[config.mk]
export PLATFORM = sky130hd
export DESIGN_NAME = matrix3_alu_unit_flat
export DESIGN_NICKNAME = d
export VERILOG_FILES = /design/src/hw/rtl/m3alu_pkg.sv /design/src/hw/rtl/m3alu_in_if.sv /design/src/hw/rtl/m3alu_out_if.sv /design/src/hw/rtl/matrix3_alu_unit.sv /design/src/hw/rtl/m3alu_mac.sv /design/src/flat_wrapper.sv
export SDC_FILE = /design/constraint.sdc
export NUM_CORES = 2
export LEC_CHECK = 0
export ABC_AREA = 1
export BUFFER_PORTS_ARGS = -buffer_cell sky130_fd_sc_hd__buf_2
export CAP_MARGIN = 20
export CELL_PAD_IN_SITES_DETAIL_PLACEMENT = 2
export CELL_PAD_IN_SITES_GLOBAL_PLACEMENT = 2
export CORE_MARGIN = 2
export CORE_UTILIZATION = 41
export DETAILED_ROUTE_END_ITERATION = 10
export GPL_ROUTABILITY_DRIVEN = 0
export PLACE_DENSITY = 0.91
export SYNTH_ARGS = -nofsm -noshare
export SYNTH_HDL_FRONTEND = slang
export SYNTH_HIERARCHICAL = 1
export SYNTH_SLANG_ARGS = --single-unit
[constraint.sdc]
create_clock -name clk -period 11.2 [get_ports clk]
set_input_delay 0.56 -clock clk [delete_from_list [all_inputs] [get_ports clk]]
set_output_delay 0.56 -clock clk [all_outputs]
set_load 0.01 [all_outputs]
[src/hw/rtl/m3alu_pkg.sv]
// Shared types, constants and helpers for the 3x3 matrix arithmetic unit.
`default_nettype none

package m3alu_pkg;

  localparam int ELEM_W  = 32;
  localparam int DIM     = 3;
  localparam int ELEMS   = DIM * DIM;
  localparam int IDX_W   = 4;
  localparam int SUB_W   = 2;

  typedef enum logic [1:0] {
    OP_ADD  = 2'd0,
    OP_SUB  = 2'd1,
    OP_PROD = 2'd2,
    OP_SCAL = 2'd3
  } m3_op_t;

  typedef enum logic {
    ST_LOAD = 1'b0,
    ST_RUN  = 1'b1
  } m3_state_t;

  // Tag that travels with one term through the datapath.
  typedef struct packed {
    logic             vld;
    logic             first;
    logic             last;
    logic [IDX_W-1:0] idx;
  } m3_tag_t;

  // Finished result element handed back to the top level.
  typedef struct packed {
    logic                     vld;
    logic                     sat;
    logic [IDX_W-1:0]         idx;
    logic signed [ELEM_W-1:0] elem;
  } m3_res_t;

  // Column-major position of (major, minor): major*3 + minor.
  function automatic logic [IDX_W-1:0] m3_pos(input logic [SUB_W-1:0] major,
                                              input logic [SUB_W-1:0] minor);
    m3_pos = {1'b0, major, 1'b0} + {2'b00, major} + {2'b00, minor};
  endfunction

endpackage

`default_nettype wire

[src/hw/rtl/m3alu_in_if.sv]
// Request channel: one element pair plus opcode and scalar.
`default_nettype none

interface m3alu_in_if;
  logic               valid;
  logic               ready;
  logic [1:0]         opcode;
  logic signed [31:0] a_elem;
  logic signed [31:0] b_elem;
  logic signed [31:0] scalar;

  modport source (output valid, output opcode, output a_elem, output b_elem,
                  output scalar, input ready);
  modport sink   (input valid, input opcode, input a_elem, input b_elem,
                  input scalar, output ready);
endinterface

`default_nettype wire

[src/hw/rtl/m3alu_out_if.sv]
// Result channel: one result element with its position and flags.
`default_nettype none

interface m3alu_out_if;
  logic               valid;
  logic               ready;
  logic signed [31:0] result_elem;
  logic [3:0]         elem_index;
  logic               is_last;
  logic               saturated;

  modport source (output valid, output result_elem, output elem_index,
                  output is_last, output saturated, input ready);
  modport sink   (input valid, input result_elem, input elem_index,
                  input is_last, input saturated, output ready);
endinterface

`default_nettype wire

[src/hw/rtl/matrix3_alu_unit.sv]
// Top level of the 3x3 matrix arithmetic unit on signed Q15.16 elements.
// Nine requests load matrices A and B in column-major order, one element pair
// per request; opcode and scalar are captured from the first request of each
// group. After the ninth request the unit emits nine result elements in
// column-major order (add, subtract, matrix product or A times scalar), each
// clipped to 32 bits with a saturated flag. While loading, every valid
// request is taken. Results are computed one element at a time from two
// 9-entry synchronous memories with one read port each: an element issues
// its terms back to back (three for the product, one otherwise), which then
// pass through the term, accumulate and round/clip stages and into the
// output register; the next element is issued only once the output register
// has drained. No new request is taken until the last result of a group sits
// in the output register.
`default_nettype none

module matrix3_alu_unit #(
  parameter int FRAC_BITS = 16
) (
  input  wire logic  clk,
  input  wire logic  rst_n,
  m3alu_in_if.sink   in_req,
  m3alu_out_if.source out_res
);
  import m3alu_pkg::*;

  localparam logic [IDX_W-1:0] LAST_IDX = IDX_W'(ELEMS - 1);
  localparam logic [SUB_W-1:0] DIM_END  = SUB_W'(DIM);
  localparam logic [SUB_W-1:0] SUB_LAST = SUB_W'(DIM - 1);

  // Element stores, written on each request, read while computing.
  logic signed [ELEM_W-1:0] first_mem  [ELEMS];
  logic signed [ELEM_W-1:0] second_mem [ELEMS];
  logic signed [ELEM_W-1:0] a_q;
  logic signed [ELEM_W-1:0] b_q;

  m3_state_t                state_r, state_nxt;
  logic [IDX_W-1:0]         load_cnt_r, load_cnt_nxt;
  m3_op_t                   op_r;
  logic signed [ELEM_W-1:0] scalar_r;
  logic [SUB_W-1:0]         row_r, row_nxt;
  logic [SUB_W-1:0]         col_r, col_nxt;
  logic [SUB_W-1:0]         k_r, k_nxt;
  logic                     busy_r, busy_nxt;
  logic                     acc_in;
  logic                     take_first;
  logic                     iss_go;
  logic [SUB_W-1:0]         k_end;
  logic [IDX_W-1:0]         a_addr;
  logic [IDX_W-1:0]         b_addr;
  m3_tag_t                  iss_tag;
  m3_tag_t                  tag1_r;
  m3_res_t                  res;

  logic                     out_vld_r;
  logic signed [ELEM_W-1:0] out_elem_r;
  logic [IDX_W-1:0]         out_idx_r;
  logic                     out_sat_r;

  // Take requests only while loading.
  assign in_req.ready = (state_r == ST_LOAD);

  assign acc_in     = in_req.valid && in_req.ready;
  assign take_first = acc_in && (load_cnt_r == '0);

  // Hold opcode and scalar for the whole group.
  always_ff @(posedge clk) begin
    if (!rst_n) begin
      op_r     <= OP_ADD;
      scalar_r <= '0;
    end else if (take_first) begin
      op_r     <= m3_op_t'(in_req.opcode);
      scalar_r <= in_req.scalar;
    end
  end

  // Read addresses: product walks row of A and column of B over k.
  always_comb begin
    k_end = (op_r == OP_PROD) ? SUB_LAST : '0;
    if (op_r == OP_PROD) begin
      a_addr = m3_pos(k_r, row_r);
      b_addr = m3_pos(col_r, k_r);
    end else begin
      a_addr = m3_pos(col_r, row_r);
      b_addr = m3_pos(col_r, row_r);
    end
  end

  always_ff @(posedge clk) begin
    if (acc_in) begin
      first_mem[load_cnt_r]  <= in_req.a_elem;
      second_mem[load_cnt_r] <= in_req.b_elem;
    end
    a_q <= first_mem[a_addr];
    b_q <= second_mem[b_addr];
  end

  // Sequencer: load nine pairs, then issue terms element by element.
  always_comb begin
    state_nxt    = state_r;
    load_cnt_nxt = load_cnt_r;
    row_nxt      = row_r;
    col_nxt      = col_r;
    k_nxt        = k_r;
    busy_nxt     = busy_r;
    iss_go       = 1'b0;

    unique case (state_r)
      ST_LOAD: begin
        if (acc_in) begin
          if (load_cnt_r == LAST_IDX) begin
            load_cnt_nxt = '0;
            state_nxt    = ST_RUN;
          end else begin
            load_cnt_nxt = load_cnt_r + 1'b1;
          end
        end
      end
      ST_RUN: begin
        // Start a new element only with nothing in flight and a free slot.
        iss_go = (col_r != DIM_END) &&
                 ((k_r != '0) || (!busy_r && !out_vld_r));
        if (iss_go) begin
          if (k_r == '0) begin
            busy_nxt = 1'b1;
          end
          if (k_r == k_end) begin
            k_nxt = '0;
            if (row_r == SUB_LAST) begin
              row_nxt = '0;
              col_nxt = col_r + 1'b1;
            end else begin
              row_nxt = row_r + 1'b1;
            end
          end else begin
            k_nxt = k_r + 1'b1;
          end
        end
        if (res.vld) begin
          busy_nxt = 1'b0;
          if (res.idx == LAST_IDX) begin
            state_nxt = ST_LOAD;
            col_nxt   = '0;
          end
        end
      end
      default: begin
        state_nxt = ST_LOAD;
      end
    endcase
  end

  always_comb begin
    iss_tag.vld   = iss_go;
    iss_tag.first = (k_r == '0);
    iss_tag.last  = (k_r == k_end);
    iss_tag.idx   = m3_pos(col_r, row_r);
  end

  always_ff @(posedge clk) begin
    if (!rst_n) begin
      state_r    <= ST_LOAD;
      load_cnt_r <= '0;
      row_r      <= '0;
      col_r      <= '0;
      k_r        <= '0;
      busy_r     <= 1'b0;
      tag1_r     <= '0;
    end else begin
      state_r    <= state_nxt;
      load_cnt_r <= load_cnt_nxt;
      row_r      <= row_nxt;
      col_r      <= col_nxt;
      k_r        <= k_nxt;
      busy_r     <= busy_nxt;
      // Align the tag with the read data.
      tag1_r     <= iss_tag;
    end
  end

  m3alu_mac #(
    .FRAC_BITS (FRAC_BITS)
  ) u_mac (
    .clk    (clk),
    .rst_n  (rst_n),
    .op     (op_r),
    .scalar (scalar_r),
    .a_q    (a_q),
    .b_q    (b_q),
    .tag    (tag1_r),
    .res    (res)
  );

  // Output register: filled by a finished element, drained by the sink.
  always_ff @(posedge clk) begin
    if (res.vld) begin
      out_elem_r <= res.elem;
      out_idx_r  <= res.idx;
      out_sat_r  <= res.sat;
    end
    if (!rst_n) begin
      out_vld_r <= 1'b0;
    end else if (res.vld) begin
      out_vld_r <= 1'b1;
    end else if (out_res.ready) begin
      out_vld_r <= 1'b0;
    end
  end

  assign out_res.valid       = out_vld_r;
  assign out_res.result_elem = out_elem_r;
  assign out_res.elem_index  = out_idx_r;
  assign out_res.is_last     = (out_idx_r == LAST_IDX);
  assign out_res.saturated   = out_sat_r;

endmodule

`default_nettype wire

[src/hw/rtl/m3alu_mac.sv]
// Term, accumulate and round/clip datapath of the 3x3 matrix unit.
`default_nettype none

module m3alu_mac #(
  parameter int FRAC_BITS = 16
) (
  input  wire logic                clk,
  input  wire logic                rst_n,
  input  wire m3alu_pkg::m3_op_t   op,
  input  wire logic signed [31:0]  scalar,
  input  wire logic signed [31:0]  a_q,
  input  wire logic signed [31:0]  b_q,
  input  wire m3alu_pkg::m3_tag_t  tag,
  output m3alu_pkg::m3_res_t       res
);
  import m3alu_pkg::*;

  localparam int ACC_W = 2 * ELEM_W + 2;
  localparam logic signed [ACC_W-1:0] HALF = (ACC_W'(1) << FRAC_BITS) >> 1;
  localparam logic signed [ELEM_W-1:0] EMAX = {1'b0, {(ELEM_W-1){1'b1}}};
  localparam logic signed [ELEM_W-1:0] EMIN = {1'b1, {(ELEM_W-1){1'b0}}};

  logic signed [ELEM_W-1:0]   m_x;
  logic signed [2*ELEM_W-1:0] mul_w;
  logic signed [ELEM_W:0]     sum_w;
  logic signed [2*ELEM_W-1:0] term_nxt;
  logic signed [2*ELEM_W-1:0] term_r;
  m3_tag_t                    tag2_r;
  logic signed [ACC_W-1:0]    acc_nxt;
  logic signed [ACC_W-1:0]    acc_r;
  logic                       fin_vld_r;
  logic [IDX_W-1:0]           fin_idx_r;
  logic signed [ACC_W-1:0]    rnd_w;
  logic signed [ACC_W-1:0]    val_w;
  logic                       hi_ok;
  logic                       lo_ok;

  // Stage 1: form the term from the read data.
  always_comb begin
    m_x   = (op == OP_SCAL) ? scalar : b_q;
    mul_w = a_q * m_x;
    sum_w = (op == OP_SUB) ? ({a_q[ELEM_W-1], a_q} - {b_q[ELEM_W-1], b_q})
                           : ({a_q[ELEM_W-1], a_q} + {b_q[ELEM_W-1], b_q});
    if (op == OP_ADD || op == OP_SUB) begin
      term_nxt = {{(ELEM_W-1){sum_w[ELEM_W]}}, sum_w};
    end else begin
      term_nxt = mul_w;
    end
  end

  always_ff @(posedge clk) begin
    term_r <= term_nxt;
    if (!rst_n) begin
      tag2_r <= '0;
    end else begin
      tag2_r <= tag;
    end
  end

  // Stage 2: accumulate; restart on the first term of an element.
  always_comb begin
    acc_nxt = (tag2_r.first ? '0 : acc_r) + {{2{term_r[2*ELEM_W-1]}}, term_r};
  end

  always_ff @(posedge clk) begin
    if (tag2_r.vld) begin
      acc_r     <= acc_nxt;
      fin_idx_r <= tag2_r.idx;
    end
    if (!rst_n) begin
      fin_vld_r <= 1'b0;
    end else begin
      fin_vld_r <= tag2_r.vld & tag2_r.last;
    end
  end

  // Stage 3: for product and scalar, round to nearest (ties up); then clip to 32 bits.
  always_comb begin
    rnd_w = (acc_r + HALF) >>> FRAC_BITS;
    val_w = (op == OP_PROD || op == OP_SCAL) ? rnd_w : acc_r;
    hi_ok = ~|val_w[ACC_W-1:ELEM_W-1];
    lo_ok = &val_w[ACC_W-1:ELEM_W-1];
    res.vld = fin_vld_r;
    res.idx = fin_idx_r;
    res.sat = !(hi_ok || lo_ok);
    if (hi_ok || lo_ok) begin
      res.elem = val_w[ELEM_W-1:0];
    end else if (val_w[ACC_W-1]) begin
      res.elem = EMIN;
    end else begin
      res.elem = EMAX;
    end
  end

endmodule

`default_nettype wire
[src/flat_wrapper.sv]
// flat-port wrapper written by rule: the top's interface ports become plain ports
module matrix3_alu_unit_flat import m3alu_pkg::*;
#(
  parameter int FRAC_BITS = 16
)
  (clk, rst_n, in_req_valid, in_req_opcode, in_req_a_elem, in_req_b_elem, in_req_scalar, in_req_ready, out_res_valid, out_res_result_elem, out_res_elem_index, out_res_is_last, out_res_saturated, out_res_ready);
  m3alu_in_if in_req_i ();
  m3alu_out_if out_res_i ();
  input  wire logic clk;
  input  wire logic rst_n;
  input wire logic [$bits(in_req_i.valid)-1:0] in_req_valid;
  input wire logic [$bits(in_req_i.opcode)-1:0] in_req_opcode;
  input wire logic [$bits(in_req_i.a_elem)-1:0] in_req_a_elem;
  input wire logic [$bits(in_req_i.b_elem)-1:0] in_req_b_elem;
  input wire logic [$bits(in_req_i.scalar)-1:0] in_req_scalar;
  output wire logic [$bits(in_req_i.ready)-1:0] in_req_ready;
  output wire logic [$bits(out_res_i.valid)-1:0] out_res_valid;
  output wire logic [$bits(out_res_i.result_elem)-1:0] out_res_result_elem;
  output wire logic [$bits(out_res_i.elem_index)-1:0] out_res_elem_index;
  output wire logic [$bits(out_res_i.is_last)-1:0] out_res_is_last;
  output wire logic [$bits(out_res_i.saturated)-1:0] out_res_saturated;
  input wire logic [$bits(out_res_i.ready)-1:0] out_res_ready;
  assign in_req_i.valid = in_req_valid;
  assign in_req_i.opcode = in_req_opcode;
  assign in_req_i.a_elem = in_req_a_elem;
  assign in_req_i.b_elem = in_req_b_elem;
  assign in_req_i.scalar = in_req_scalar;
  assign in_req_ready = in_req_i.ready;
  assign out_res_valid = out_res_i.valid;
  assign out_res_result_elem = out_res_i.result_elem;
  assign out_res_elem_index = out_res_i.elem_index;
  assign out_res_is_last = out_res_i.is_last;
  assign out_res_saturated = out_res_i.saturated;
  assign out_res_i.ready = out_res_ready;
  matrix3_alu_unit #(.FRAC_BITS(FRAC_BITS)) u_core (.clk(clk), .rst_n(rst_n), .in_req(in_req_i), .out_res(out_res_i));
endmodule
==> flow_summary.yaml <==
die:
  start_util_pct: 41.30
  core_area_sq_um: 192800
  rows: 161
  die_area_sq_um: 197800
  die_w_um: 444.7
  die_y_um: 444.7
  io_pins: 142
cells_and_area:
  stdcell_area_sq_um: 86910
  multiInputGateArea_sq_um: 47260
  nFillCells: 20830
  seqCellArea_sq_um: 24330
  syn_to_final_growth_pct: 9.147
  drive_gt1_share_pct: 5.642
  nets: 10640
synth:
  ys_seq_area_share_pct: 30.53
  synth_cell_types: 53
  dominantRegCellSynth: "edfxtp_1"
  postSynth.asyncResetShare_pct: 0
  yosysWarnings: 6
  yosys_register_bits: 873
  synth_fp_nets: 10620
  syn_area_per_cell_sq_um: 8.718
  synth_edf_count: 683
  synth_cells: 9134
  netlist_area_sq_um: 79630
clocking:
  clk_latency_ps: 860
  cts_buffers: 97
  cts.sinks: 873
  cts_tree: "yes"
  cts_max_level: 3
  cts_root_buf: "clkbuf_16"
  clock_path_buffers: 3
  clk_pin_slew_worst_paths_ps: 70
drt:
  postRouteAntennaNets: 0
  drc: 0
  first_iter_violations: 9871
  first_pass_iters: 9
  num_vias: 76630
  via_per_inst: 6.492
  routedWlPerCell_um: 39.05
  wl_um: 460900
global_routing:
  grt_pass1_wl_um: 614200
  grt_pass1_vias: 84720
  grt-ovfl-total: 0
  gr-usage-all-layers_pct: 43.67
  grt_start_max_net_pins: 164
  antenna_found_initial: 84
place:
  placed_area_sq_um: 82930
  place_hpwl_um: 305600
  io_buffers: 141
worst_setup_path:
  r2r_end: "u_core/u_mac/term_r[58]"
  rrSetupSlack_ps: 70
  end_kind: "flip-flop"
  path_max_fanout: 31
  cp-start-kind: "flip-flop"
  crit_path_start: "u_core/op_r[0]"
  crit_required_ps: 11860
  critical_path_class: "reg -> reg"
  cp_data_arrival_time_ps: 11790
  reg2reg_depth: 29
  rr_startpoint: "u_core/op_r[0]"
  slowest_delay_ps: 750
  critPathSlowestCell: "fa_1"
  crit_end: "u_core/u_mac/term_r[58]"
hold_path:
  whs_path_depth: 1
  hold_path_class: "in -> reg"
timing:
  max_freq_mhz: 89.81
  setup_viol: 0
  max_slew.worst_pin.slew_ps: 1670
  totalNegativeSetupSlack_ps: 0
  rsz0062_at_grt: "no"
  maxSlewHeadroom_pct: -11.44
  finalClockSkew_ps: 120.0
  fin_crit_sh_pct: 99.41
  hold_viol: 0
  layout_min_cycle_time_ps: 11130
  drv_slew: 15
status:
  violations: "capacitance limit, slew limit"
  status: "finished with violations"
run:
  cap_viol_max_count: 1
cell usage after synthesis, drive strengths merged (49+ instances only):
cell	instances	area, sq um
a21oi	288	1441
nor2	1104	4192
fa	1088	21780
nand4	49	306.5
nand3b	137	1028
ha	297	3716
o21ai	329	1647
clkbuf	221	829.6
inv	1729	6490
buf	145	838.3
xor2	98	858.3
nand2	1836	6919
dfxtp	190	3804
edfxtp	683	20510
nand3	656	3308
stage by stage:
| stage | utilization (%) | hold slack, ps | setup WS [ps] | std cells |
|---|---|---|---|---|
| CTS | 44.75 | 3.186 | 152.1 | 11740 |
| floorplan | - | 385.5 | 2798 | 9134 |
| detailed placement | 43.02 | 409.2 | 188.8 | 11550 |
| global placement | 42.98 | 389.7 | 813.5 | 11550 |
| global route | 45.04 | 1.493 | 212.2 | 11770 |
| finish | 45.08 | 7.353 | 65.54 | 11800 |
flip-flops by register name, indices dropped and copies added (netlist names), 2 cells and up:
signal,flops
u_core/scalar_r,32
u_core/row_r,2
u_core/first_mem,288
u_core/k_r,2
u_core/tag1_r,7
u_core/second_mem,288
u_core/load_cnt_r,4
u_core/u_mac/term_r,64
u_core/u_mac/tag2_r,7
u_core/out_res.elem_index,4
u_core/col_r,2
u_core/out_res.result_elem,32
u_core/op_r,2
u_core/u_mac/fin_idx_r,4
u_core/u_mac/acc_r,66
u_core/a_q,32
u_core/b_q,32
worst min-delay path by stage:
stage / startpoint / end / slack, ps
2_1_floorplan: u_core/u_mac/tag2_r[0] / u_core/u_mac/fin_idx_r[0] / 390
3_3_place_gp: u_core/u_mac/tag2_r[1] / u_core/u_mac/fin_idx_r[1] / 390
3_5_place_dp: u_core/u_mac/tag2_r[1] / u_core/u_mac/fin_idx_r[1] / 410
4_1_cts: in_req_b_elem[6] / u_core/second_mem[7][6] / 3
5_1_grt: in_req_b_elem[26] / u_core/second_mem[2][26] / 1
6_report: in_req_b_elem[26] / u_core/second_mem[2][26] / 7
cell type report:
cell class              instances  share of cell area [%]
multi-input cells            6148                   54.38
clock buffers                 142                   3.127
flip-flops and latches        873                   27.99
repair inverters                2                 0.01152
diodes                         42                  0.1209
inverters                    1747                   7.571
well taps                    2526                   3.637
clock inverters                41                  0.6997
repair buffers                282                   2.459
metal layers:
metal	share of wire, %	global-route usage [%]
met5	0.26	0.7326
met4	12	39.48
met3	13	17.40
met2	43	67.77
met1	31	45.54
timing repair:
item / 4_1_cts / 5_1_grt
hold buffers: 1 / 0
setup buffers: 0 / 3
hold endpoints to repair: 3 / 0
setup endpoints to repair: 0 / 28
resized for setup: 0 / 14
placed cells by master (no fill, tap or decap), types with 11 or more instances in the layout:
master,synthesis,layout
a21oi_1,288,288
xnor2_1,42,42
o21a_1,14,14
a21o_1,25,25
nor3_1,41,36
buf_16,0,13
o21ai_2,0,14
clkbuf_1,221,34
nor4_1,13,13
nand3b_1,137,137
inv_2,9,12
clkbuf_8,0,11
nand3_1,651,649
inv_1,1720,1713
buf_4,18,117
edfxtp_1,683,683
o21ai_0,308,303
fa_1,1088,1084
clkbuf_16,0,98
xor2_1,98,98
nand2_1,1827,1821
buf_2,109,141
diode_2,0,42
o21ai_1,21,12
ha_1,297,296
o211ai_1,12,12
clkinv_2,0,11
nor2_1,1093,1090
o21bai_1,17,17
dfxtp_1,190,183
clkinv_1,18,23
nand4_1,49,49
a31oi_1,48,48
logic make-up (layout without fill, tap and decap cells):
group	after synthesis	after routing	share of synthesized area (%)
buffers and inverters	2113	2214	10.33
adder cells (fa/ha/maj)	1385	1385	32.02
flip-flops	873	873	30.53
XOR/XNOR	140	140	1.540
AND/OR/NAND/NOR	3851	3851	20.26
other	0	42	0
AO/OA/AOI/OAI	772	772	5.311
critical path, delay by kind of cell, from the launching register on:
| kind | cells | cell delay [ps] |
|---|---|---|
| and+or+nand+nor | 13 | 2760 |
| buffers and inverters | 5 | 1390 |
| adders and majority gates | 9 | 5900 |
| AOI/OAI and AO/OA | 2 | 310 |
| DFF | 1 | 520 |
Power is left out: the tool's default activity adds up to more than one toggle a clock period on the data nets, which glitch-free logic cannot reach.
